==> src/design/gb5_pkg.sv <==
// ----------------------------------------------------------------------------
// gb5_pkg
// Shared widths, constants and types of the 5x5 Gaussian blur stream.
// ----------------------------------------------------------------------------
package gb5_pkg;

   localparam int PIXEL_W = 8;
   localparam int LW_W    = 10;
   localparam int LINES   = 4;
   localparam int WIN     = 5;
   localparam int HALO    = 4;
   localparam int ROW_W   = 12;
   localparam int SUM_W   = 16;
   localparam int WORD_W  = LINES * PIXEL_W;

   typedef logic [PIXEL_W-1:0] pixel_type;
   typedef logic [WORD_W-1:0]  word_type;
   typedef logic [2:0]         row_type;

   // one pixel leaving the line store stage for the filter
   typedef struct packed {
      pixel_type px;
      logic      last;
      logic      bypass;
      word_type  column;
   } stage_type;

endpackage

==> src/design/gb5_filter.sv <==
// ----------------------------------------------------------------------------
// gb5_filter
// 5x5 window, binomial kernel sum in two add stages and result register.
// ----------------------------------------------------------------------------
module gb5_filter (
   input  logic                clock,
   input  logic                reset,
   input  logic                push,
   input  gb5_pkg::stage_type  stage,
   output logic                free,
   output logic                rsp_valid,
   input  logic                rsp_stall,
   output logic [7:0]          rsp_pixel_out,
   output logic                rsp_last_out
);

   typedef logic [gb5_pkg::ROW_W-1:0] rsum_type;
   typedef logic [gb5_pkg::SUM_W-1:0] tsum_type;

   function automatic tsum_type weigh(input tsum_type a, input tsum_type b,
                                      input tsum_type c, input tsum_type d,
                                      input tsum_type e);
      weigh = a + (b << 2) + (c << 2) + (c << 1) + (d << 2) + e;
   endfunction

   gb5_pkg::pixel_type window_ff [gb5_pkg::WIN][gb5_pkg::WIN];
   logic               v2_ff, v2_in;
   gb5_pkg::pixel_type px2_ff;
   logic               last2_ff, byp2_ff;
   rsum_type           rsum_ff [gb5_pkg::WIN];
   logic               v3_ff, v3_in;
   gb5_pkg::pixel_type px3_ff;
   logic               last3_ff, byp3_ff;
   logic               out_v_ff, out_v_in;
   gb5_pkg::pixel_type out_px_ff;
   logic               out_last_ff;
   logic               out_free, free3, adv2, adv3;
   tsum_type           total;

   always_comb begin
      out_free = !out_v_ff || !rsp_stall;
      free3    = !v3_ff || out_free;
      free     = !v2_ff || free3;
      adv2     = v2_ff && free3;
      adv3     = v3_ff && out_free;
      v2_in    = push | (v2_ff & !adv2);
      v3_in    = adv2 | (v3_ff & !adv3);
      out_v_in = adv3 | (out_v_ff & rsp_stall);
      total    = weigh(tsum_type'(rsum_ff[0]), tsum_type'(rsum_ff[1]),
                       tsum_type'(rsum_ff[2]), tsum_type'(rsum_ff[3]),
                       tsum_type'(rsum_ff[4]));
   end

   always_ff @(posedge clock) begin
      if (reset) begin
         v2_ff    <= 1'b0;
         v3_ff    <= 1'b0;
         out_v_ff <= 1'b0;
      end else begin
         v2_ff    <= v2_in;
         v3_ff    <= v3_in;
         out_v_ff <= out_v_in;
      end
   end

   // window slides one column per transfer
   always_ff @(posedge clock) begin
      if (reset) begin
         for (int r = 0; r < gb5_pkg::WIN; r++) begin
            for (int c = 0; c < gb5_pkg::WIN; c++) begin
               window_ff[r][c] <= '0;
            end
         end
      end else if (push) begin
         for (int r = 0; r < gb5_pkg::WIN; r++) begin
            for (int c = 0; c < gb5_pkg::WIN - 1; c++) begin
               window_ff[r][c] <= window_ff[r][c+1];
            end
         end
         for (int r = 0; r < gb5_pkg::LINES; r++) begin
            window_ff[r][gb5_pkg::WIN-1] <= stage.column[r*gb5_pkg::PIXEL_W +: gb5_pkg::PIXEL_W];
         end
         window_ff[gb5_pkg::WIN-1][gb5_pkg::WIN-1] <= stage.px;
      end
   end

   always_ff @(posedge clock) begin
      if (push) begin
         px2_ff   <= stage.px;
         last2_ff <= stage.last;
         byp2_ff  <= stage.bypass;
      end
      if (adv2) begin
         for (int r = 0; r < gb5_pkg::WIN; r++) begin
            rsum_ff[r] <= rsum_type'(weigh(tsum_type'(window_ff[r][0]),
                                           tsum_type'(window_ff[r][1]),
                                           tsum_type'(window_ff[r][2]),
                                           tsum_type'(window_ff[r][3]),
                                           tsum_type'(window_ff[r][4])));
         end
         px3_ff   <= px2_ff;
         last3_ff <= last2_ff;
         byp3_ff  <= byp2_ff;
      end
      if (adv3) begin
         out_px_ff   <= byp3_ff ? px3_ff : total[gb5_pkg::SUM_W-1 -: gb5_pkg::PIXEL_W];
         out_last_ff <= last3_ff;
      end
   end

   assign rsp_valid     = out_v_ff;
   assign rsp_pixel_out = out_px_ff;
   assign rsp_last_out  = out_last_ff;

endmodule

==> config.mk <==
export PLATFORM = sky130hd
export DESIGN_NAME = gb5_filter
export DESIGN_NICKNAME = d
export VERILOG_FILES = /design/src/design/gb5_pkg.sv /design/src/design/gb5_filter.sv
export SDC_FILE = /design/constraint.sdc
export NUM_CORES = 1
export LEC_CHECK = 0
export ABC_AREA = 0
export BUFFER_PORTS_ARGS = -buffer_cell sky130_fd_sc_hd__buf_2
export CORE_ASPECT_RATIO = 1.25
export CORE_MARGIN = 8
export CORE_UTILIZATION = 63
export DETAILED_ROUTE_END_ITERATION = 6
export GPL_TIMING_DRIVEN = 0
export PLACE_DENSITY = 0.93
export SLEW_MARGIN = 20
export SYNTH_ARGS = -nofsm -noshare
export SYNTH_HDL_FRONTEND = slang
export SYNTH_SLANG_ARGS = --single-unit
export TNS_END_PERCENT = 20
==> constraint.sdc <==
create_clock -name clock -period 5.8 [get_ports clock]
set_input_delay 1.16 -clock clock [delete_from_list [all_inputs] [get_ports clock]]
set_output_delay 1.16 -clock clock [all_outputs]
set_load 0.02 [all_outputs]
==> results of run 1 <==
critical path: cells and delay by family, from the launching register on:
| kind | cells | cell delay (ps) |
|---|---|---|
| flip-flops | 1 | 460 |
| adder cells (fa/ha/maj) | 5 | 2220 |
| AND/OR/NAND/NOR | 1 | 140 |
| XOR/XNOR | 1 | 320 |
| buffers and inverters | 3 | 190 |
| AO/OA/AOI/OAI | 4 | 940 |
metrics by stage:
step | std cells | instance area (µm²) | hold slack [ps]
floorplan | 1312 | 17400 | 400
global placement | 1718 | 18100 | 404
detailed placement | 1724 | 18200 | 405
CTS | 1772 | 19200 | 420
global route | 1772 | 19200 | 424
finish | 1772 | 19200 | 418
sequential cells by signal (all words and copies together), names as in the netlist:
signal	cells
window_ff	200
rsum_ff	60
px2_ff	8
px3_ff	8
rsp_pixel_out	8
byp2_ff	1
byp3_ff	1
last2_ff	1
last3_ff	1
rsp_last_out	1
rsp_valid	1
v2_ff	1
v3_ff	1
layout make-up:
| type | instances | area [µm²] | share of cell area |
|---|---|---|---|
| Buffer | 24 | 90.1 | 0.00470 |
| Clock buffer | 39 | 793 | 0.0414 |
| Clock inverter | 9 | 125 | 0.00653 |
| Inverter | 326 | 1220 | 0.0639 |
| Multi-Input combinational cell | 670 | 7330 | 0.383 |
| Sequential cell | 292 | 8740 | 0.456 |
| Tap cell | 350 | 438 | 0.0229 |
| Timing Repair Buffer | 62 | 415 | 0.0217 |
power by group through the flow:
stage	sequential [mW]	clock (mW)	combinational, mW
final	2.91	1.85	5.29
after global routing	2.94	1.94	5.86
after CTS	2.92	1.87	5.22
after detailed placement	2.95	0	4.99
after global placement	2.95	0	4.60
after floorplan	2.93	0	3.76
cell usage after synthesis (all sizes together), types with 3 or more instances:
cell	instances	area, µm²
inv	326	1220
edfxtp	289	8680
and2	200	1250
fa	189	3780
ha	84	1050
xnor2	30	263
a21oi	25	125
clkbuf	24	90.1
nand2	22	82.6
nor2	21	78.8
o21ai	19	95.1
nor2b	11	68.8
a21o	8	60.1
or2	6	37.5
or4	6	45.0
a21boi	5	37.5
nor3	5	25.0
o311ai	5	43.8
xor2	5	43.8
and3	3	20.0
dfxtp	3	60.1
o21a	3	22.5
how the worst max path moves through the flow:
stage / from / end / slack [ps] / cells after the start
2_1_floorplan: rsp_stall / byp3_ff$_DFFE_PP_ / 840 / 2
3_3_place_gp: rsp_stall / rsum_ff[0][34]$_DFFE_PP_ / -330 / 3
3_5_place_dp: window_ff[0][18]$_SDFFCE_PN0P_ / rsum_ff[0][11]$_DFFE_PP_ / 1510 / 14
4_1_cts: window_ff[0][18]$_SDFFCE_PN0P_ / rsum_ff[0][11]$_DFFE_PP_ / 1360 / 14
5_1_grt: window_ff[0][18]$_SDFFCE_PN0P_ / rsum_ff[0][11]$_DFFE_PP_ / 1200 / 14
6_report: window_ff[0][18]$_SDFFCE_PN0P_ / rsum_ff[0][11]$_DFFE_PP_ / 1340 / 14
layer usage:
metal / track usage / share of wire / routed length (µm) / vias to the layer above
li1: - / - / - / 4315
met1: 0.244 / 0.36 / 12200 / 4880
met2: 0.378 / 0.53 / 18200 / 378
met3: 0.0317 / 0.054 / 1860 / 134
met4: 0.115 / 0.057 / 1940 / 0
met5: 0 / 0 / 0 / -
kinds of logic after synthesis:
family | Yosys count | share of synthesized area
buffers and inverters | 350 | 0.0756
xor gates and xnor gates | 35 | 0.0176
DFF | 292 | 0.503
and+or+nand+nor | 286 | 0.0975
AOI/OAI and AO/OA | 76 | 0.0280
adders and majority gates | 273 | 0.278
cell usage in the layout, fill, tap and decap left out, types with 21 or more instances in the layout:
| cell type | instances |
|---|---|
| xnor2_1 | 30 |
| inv_1 | 326 |
| nand2_1 | 22 |
| and2_1 | 200 |
| nor2_1 | 21 |
| edfxtp_1 | 289 |
| a21oi_1 | 25 |
| buf_2 | 56 |
| fa_1 | 189 |
| ha_1 | 84 |
| clkbuf_1 | 31 |
| clkbuf_16 | 29 |
==> results.json, run 1 <==
{
  "critPathRequiredTime_ps": 6140,
  "slowest_stage": "fa_1",
  "status": "completed",
  "rows": 68,
  "hpwlAfterDp_um": 24300,
  "syn_nets": 1631,
  "die_h_um": 202,
  "rsz0062_at_grt": "false",
  "tritoncts": "done",
  "diodes": 0,
  "start_util": 0.634,
  "drt_first_pass_iters": 7,
  "clockBufferDepth": 3,
  "hold_path_class": "reg -> reg",
  "die_w_um": 165,
  "hold_violations": 0,
  "fin_nets": 1724,
  "grt_pass1_vias": 11100,
  "switching_share": 0.394,
  "reg2reg_from": "window_ff[0][18]$_SDFFCE_PN0P_",
  "timing.final.ws_setup_ps": 1340,
  "syn2layout_area_growth_pct": 10.3,
  "utilization": 0.699,
  "finalSetupViolations": 0,
  "synth-edff-count": 289,
  "netlist_area_um2": 17400,
  "drc": 0,
  "p_sw_mw": 3.97,
  "grt_pass1_wl_um": 55600,
  "cts_setup_buffers": 0,
  "slew_headroom": 0.451,
  "clockPowerShare": 0.184,
  "critPathCaptureType": "flip-flop",
  "gpl.final_weighted_congestion": 0.820,
  "start_kind": "flip-flop",
  "cts_resized": 0,
  "p_total_mw": 10.1,
  "cp_max_fo": 3,
  "fin_crit_sh": 0.769,
  "drive_above_1_share": 0.0788,
  "clock_latency_ps": 550,
  "synth-seq-cells": 292,
  "max-vdd-ir-drop_v": 0.000722,
  "criticalPathCategory": "reg -> reg",
  "routed-via-count": 9707,
  "finalMaxSlewViolations": 0,
  "tightest_slew_ps": 821,
  "cts_hold_buffers": 0,
  "h-tree-depth": 1,
  "reg2reg_slack_ps": 1340,
  "dieArea_um2": 33200,
  "drt_iter0_markers": 581,
  "worstPathArrival_ps": 4800,
  "synth-main-ff-cell": "edfxtp_1",
  "yosysSeqAreaShare": 0.503,
  "comb_power_share": 0.526,
  "finalSetupTns_ps": 0,
  "synth.yosys.warnings": 0,
  "grt_overflow": 0,
  "netlist_instances": 1312,
  "cts_root_buf": "clkbuf_16",
  "synth_area_per_cell_um2": 13.2,
  "grt_max_degree": 55,
  "fin_skew_ps": 21.1,
  "antenna_found_initial": 0,
  "p_leak_nw": 8.55,
  "cp_cell_sequence": "fa_1, inv_1, fa_1, inv_1, fa_1, ha_1, inv_1, fa_1, nor2b_1, o21ai_0, a21boi_0, o21ai_0, a21oi_1, xor2_1",
  "p_seq_frac": 0.290,
  "min_from": "px2_ff[6]$_DFFE_PP_",
  "power_density_nw_per_um2": 525,
  "ios": 57,
  "timing.rr.end": "rsum_ff[0][11]$_DFFE_PP_",
  "coreArea_um2": 27400,
  "ys_types": 41,
  "fillers": 1636,
  "fmax_mhz": 224,
  "slowest_delay_ps": 570,
  "routed_via_density": 5.48,
  "min_period_ps": 4460,
  "cts_buffers": 29,
  "reg2reg_depth": 14,
  "min_path_cells": 0,
  "track_usage": 0.214,
  "wl_per_cell_um": 19.3,
  "worst_path_most_repeated_cell": "fa_1",
  "min_to": "px3_ff[6]$_DFFE_PP_",
  "clock_sinks": 292,
  "dpl_worst_slack_ps": 1510,
  "p_int_mw": 6.09,
  "drt-total-wl_um": 34200,
  "drv_cap": 0,
  "ant_nets": 0,
  "async_flop_share": 0,
  "clk_pin_slew_ps": 60,
  "port-buffer-count": 56
}
Power figures use the tool's default switching activity.
==> run 2, diff against run 1 <==
- CORE_UTILIZATION: 63 -> 57
- PLACE_DENSITY: 0.93 -> 0.89
- clock period: 5.8 -> 3.86 ns (I/O delays scaled with it)
==> results.json, run 2 (synthesis gave the netlist of run 1 again) <==
{
  "status": "complete, but fails checks",
  "failed_checks": "negative setup slack",
  "utilization": 0.650,
  "fmax_mhz": 246,
  "start_kind": "flip-flop",
  "grt_max_degree": 58,
  "timing.rr.end": "rsp_pixel_out[5]$_DFFE_PP_",
  "min_to": "last2_ff$_DFFE_PP_",
  "min_period_ps": 4060,
  "drc": 0,
  "p_int_mw": 10.7,
  "power_density_nw_per_um2": 903,
  "critPathRequiredTime_ps": 4130,
  "p_seq_frac": 0.248,
  "worstPathArrival_ps": 4330,
  "cp_cell_sequence": "inv_2, fa_1, inv_2, fa_1, fa_1, ha_4, a211o_1, a21oi_2, a21bo_2, a221o_1, xnor2_1, o21ai_1",
  "die_h_um": 211,
  "finalSetupTns_ps": -1130,
  "cp_num_buf_inv": 2,
  "cp_top_family": "adder cells",
  "criticalPathCategory": "reg -> reg",
  "reg2reg_slack_ps": -200,
  "min_path_cells": 1,
  "track_usage": 0.192,
  "max-vdd-ir-drop_v": 0.00149,
  "cts_root_buf": "clkbuf_16",
  "finalSetupViolations": 10,
  "ios": 57,
  "antenna_found_initial": 0,
  "hold_path_class": "in -> reg",
  "rsz0062_at_grt": "true",
  "mostFrequentLayoutCells": "inv_1 (318), edfxtp_1 (289), and2_1 (200)",
  "clockPowerShare": 0.165,
  "cts_hold_buffers": 0,
  "die_w_um": 172,
  "gpl.final_weighted_congestion": 0.781,
  "slew_headroom": 0.456,
  "routed_via_density": 5.22,
  "final_area_um2": 19500,
  "clock_sinks": 292,
  "slowest_stage": "fa_1",
  "drv_cap": 0,
  "slowest_delay_ps": 640,
  "switching_share": 0.391,
  "syn2layout_area_growth_pct": 12.3,
  "clk_pin_slew_ps": 60,
  "fin_nets": 1738,
  "largest-register": "window_ff",
  "finalMaxSlewViolations": 0,
  "rows": 71,
  "fin_crit_sh": 1.05,
  "cp_max_fo": 3,
  "clockBufferDepth": 3,
  "grt_pass1_wl_um": 54600,
  "comb_power_share": 0.587,
  "h-tree-depth": 1,
  "dieArea_um2": 36400,
  "hpwlAfterDp_um": 24000,
  "tightest_slew_ps": 814,
  "start_util": 0.579,
  "drt-total-wl_um": 33400,
  "tritoncts": "done",
  "diodes": 0,
  "reg2reg_depth": 12,
  "p_leak_nw": 8.64,
  "reg_top3": "window_ff: 200 flops, rsum_ff: 60 flops",
  "grt_pass1_vias": 11000,
  "placed_area_um2": 18300,
  "largest_reg_flops": 200,
  "min_from": "stage[33]",
  "drt_iter0_markers": 631,
  "cts_buffers": 29,
  "timing.final.ws_setup_ps": -199,
  "clock_latency_ps": 560,
  "hold_violations": 0,
  "ant_nets": 0,
  "drt_first_pass_iters": 5,
  "critPathCaptureType": "flip-flop",
  "fin_skew_ps": 11.7,
  "coreArea_um2": 30000,
  "worst_path_most_repeated_cell": "fa_1",
  "p_sw_mw": 6.89,
  "final_common_cell": "inv_1",
  "port-buffer-count": 56,
  "p_total_mw": 17.6,
  "wl_per_cell_um": 18.1,
  "reg2reg_from": "rsum_ff[0][30]$_DFFE_PP_",
  "drive_above_1_share": 0.112,
  "grt_overflow": 0,
  "routed-via-count": 9615
}
## run 2: worst max-delay path by stage
stage | startpoint | endpoint | slack [ps] | depth (start not counted)
2_1_floorplan | rsum_ff[0][8]$_DFFE_PP_ | rsp_pixel_out[6]$_DFFE_PP_ | 10 | 14
3_3_place_gp | push | window_ff[0][150]$_SDFFCE_PN0P_ | -1150 | 2
3_5_place_dp | rsum_ff[0][8]$_DFFE_PP_ | rsp_pixel_out[6]$_DFFE_PP_ | -290 | 14
4_1_cts | rsum_ff[0][31]$_DFFE_PP_ | rsp_pixel_out[6]$_DFFE_PP_ | -130 | 14
5_1_grt | rsum_ff[0][30]$_DFFE_PP_ | rsp_pixel_out[6]$_DFFE_PP_ | -320 | 12
6_report | rsum_ff[0][30]$_DFFE_PP_ | rsp_pixel_out[5]$_DFFE_PP_ | -200 | 12
## run 2: through the flow
| step | hold slack [ps] | setup slack (ps) | std cells |
|---|---|---|---|
| 2_1_floorplan | 400 | 11.3 | 1312 |
| 3_3_place_gp | 405 | -1150 | 1769 |
| 3_5_place_dp | 405 | -294 | 1774 |
| 4_1_cts | 374 | -127 | 1840 |
| 5_1_grt | 385 | -321 | 1842 |
| 6_report | 401 | -199 | 1842 |
## run 2: layout make-up
| type | count | area (µm²) |
|---|---|---|
| Fill cell | 2054 | 10500 |
| Sequential cell | 292 | 8740 |
| Multi-Input combinational cell | 670 | 7470 |
| Inverter | 326 | 1220 |
| Clock buffer | 37 | 756 |
| Timing Repair Buffer | 76 | 519 |
| Tap cell | 401 | 502 |
| Clock inverter | 16 | 209 |
| Buffer | 24 | 90.1 |
## run 2: layer usage
layer	global-route usage	vias to the layer above	wire length [µm]
met1	0.212	4843	12000
met5	0	-	0
met4	0.0917	0	1530
li1	-	4354	-
met2	0.355	299	18200
met3	0.0307	119	1650
## run 2: repair_timing
action | 4_1_cts | 5_1_grt
setup endpoints to repair | 18 | 22
setup buffers | 13 | 2
pin swaps | 33 | 13
gates resized for setup | 38 | 19
## run 2: power by group through the flow
stage | combinational, mW | sequential (mW) | clock (mW)
3_5_place_dp | 7.64 | 4.43 | 0
2_1_floorplan | 5.65 | 4.41 | 0
6_report | 10.3 | 4.38 | 2.91
5_1_grt | 11.2 | 4.41 | 3.06
4_1_cts | 9.05 | 4.37 | 2.94
3_3_place_gp | 6.98 | 4.43 | 0
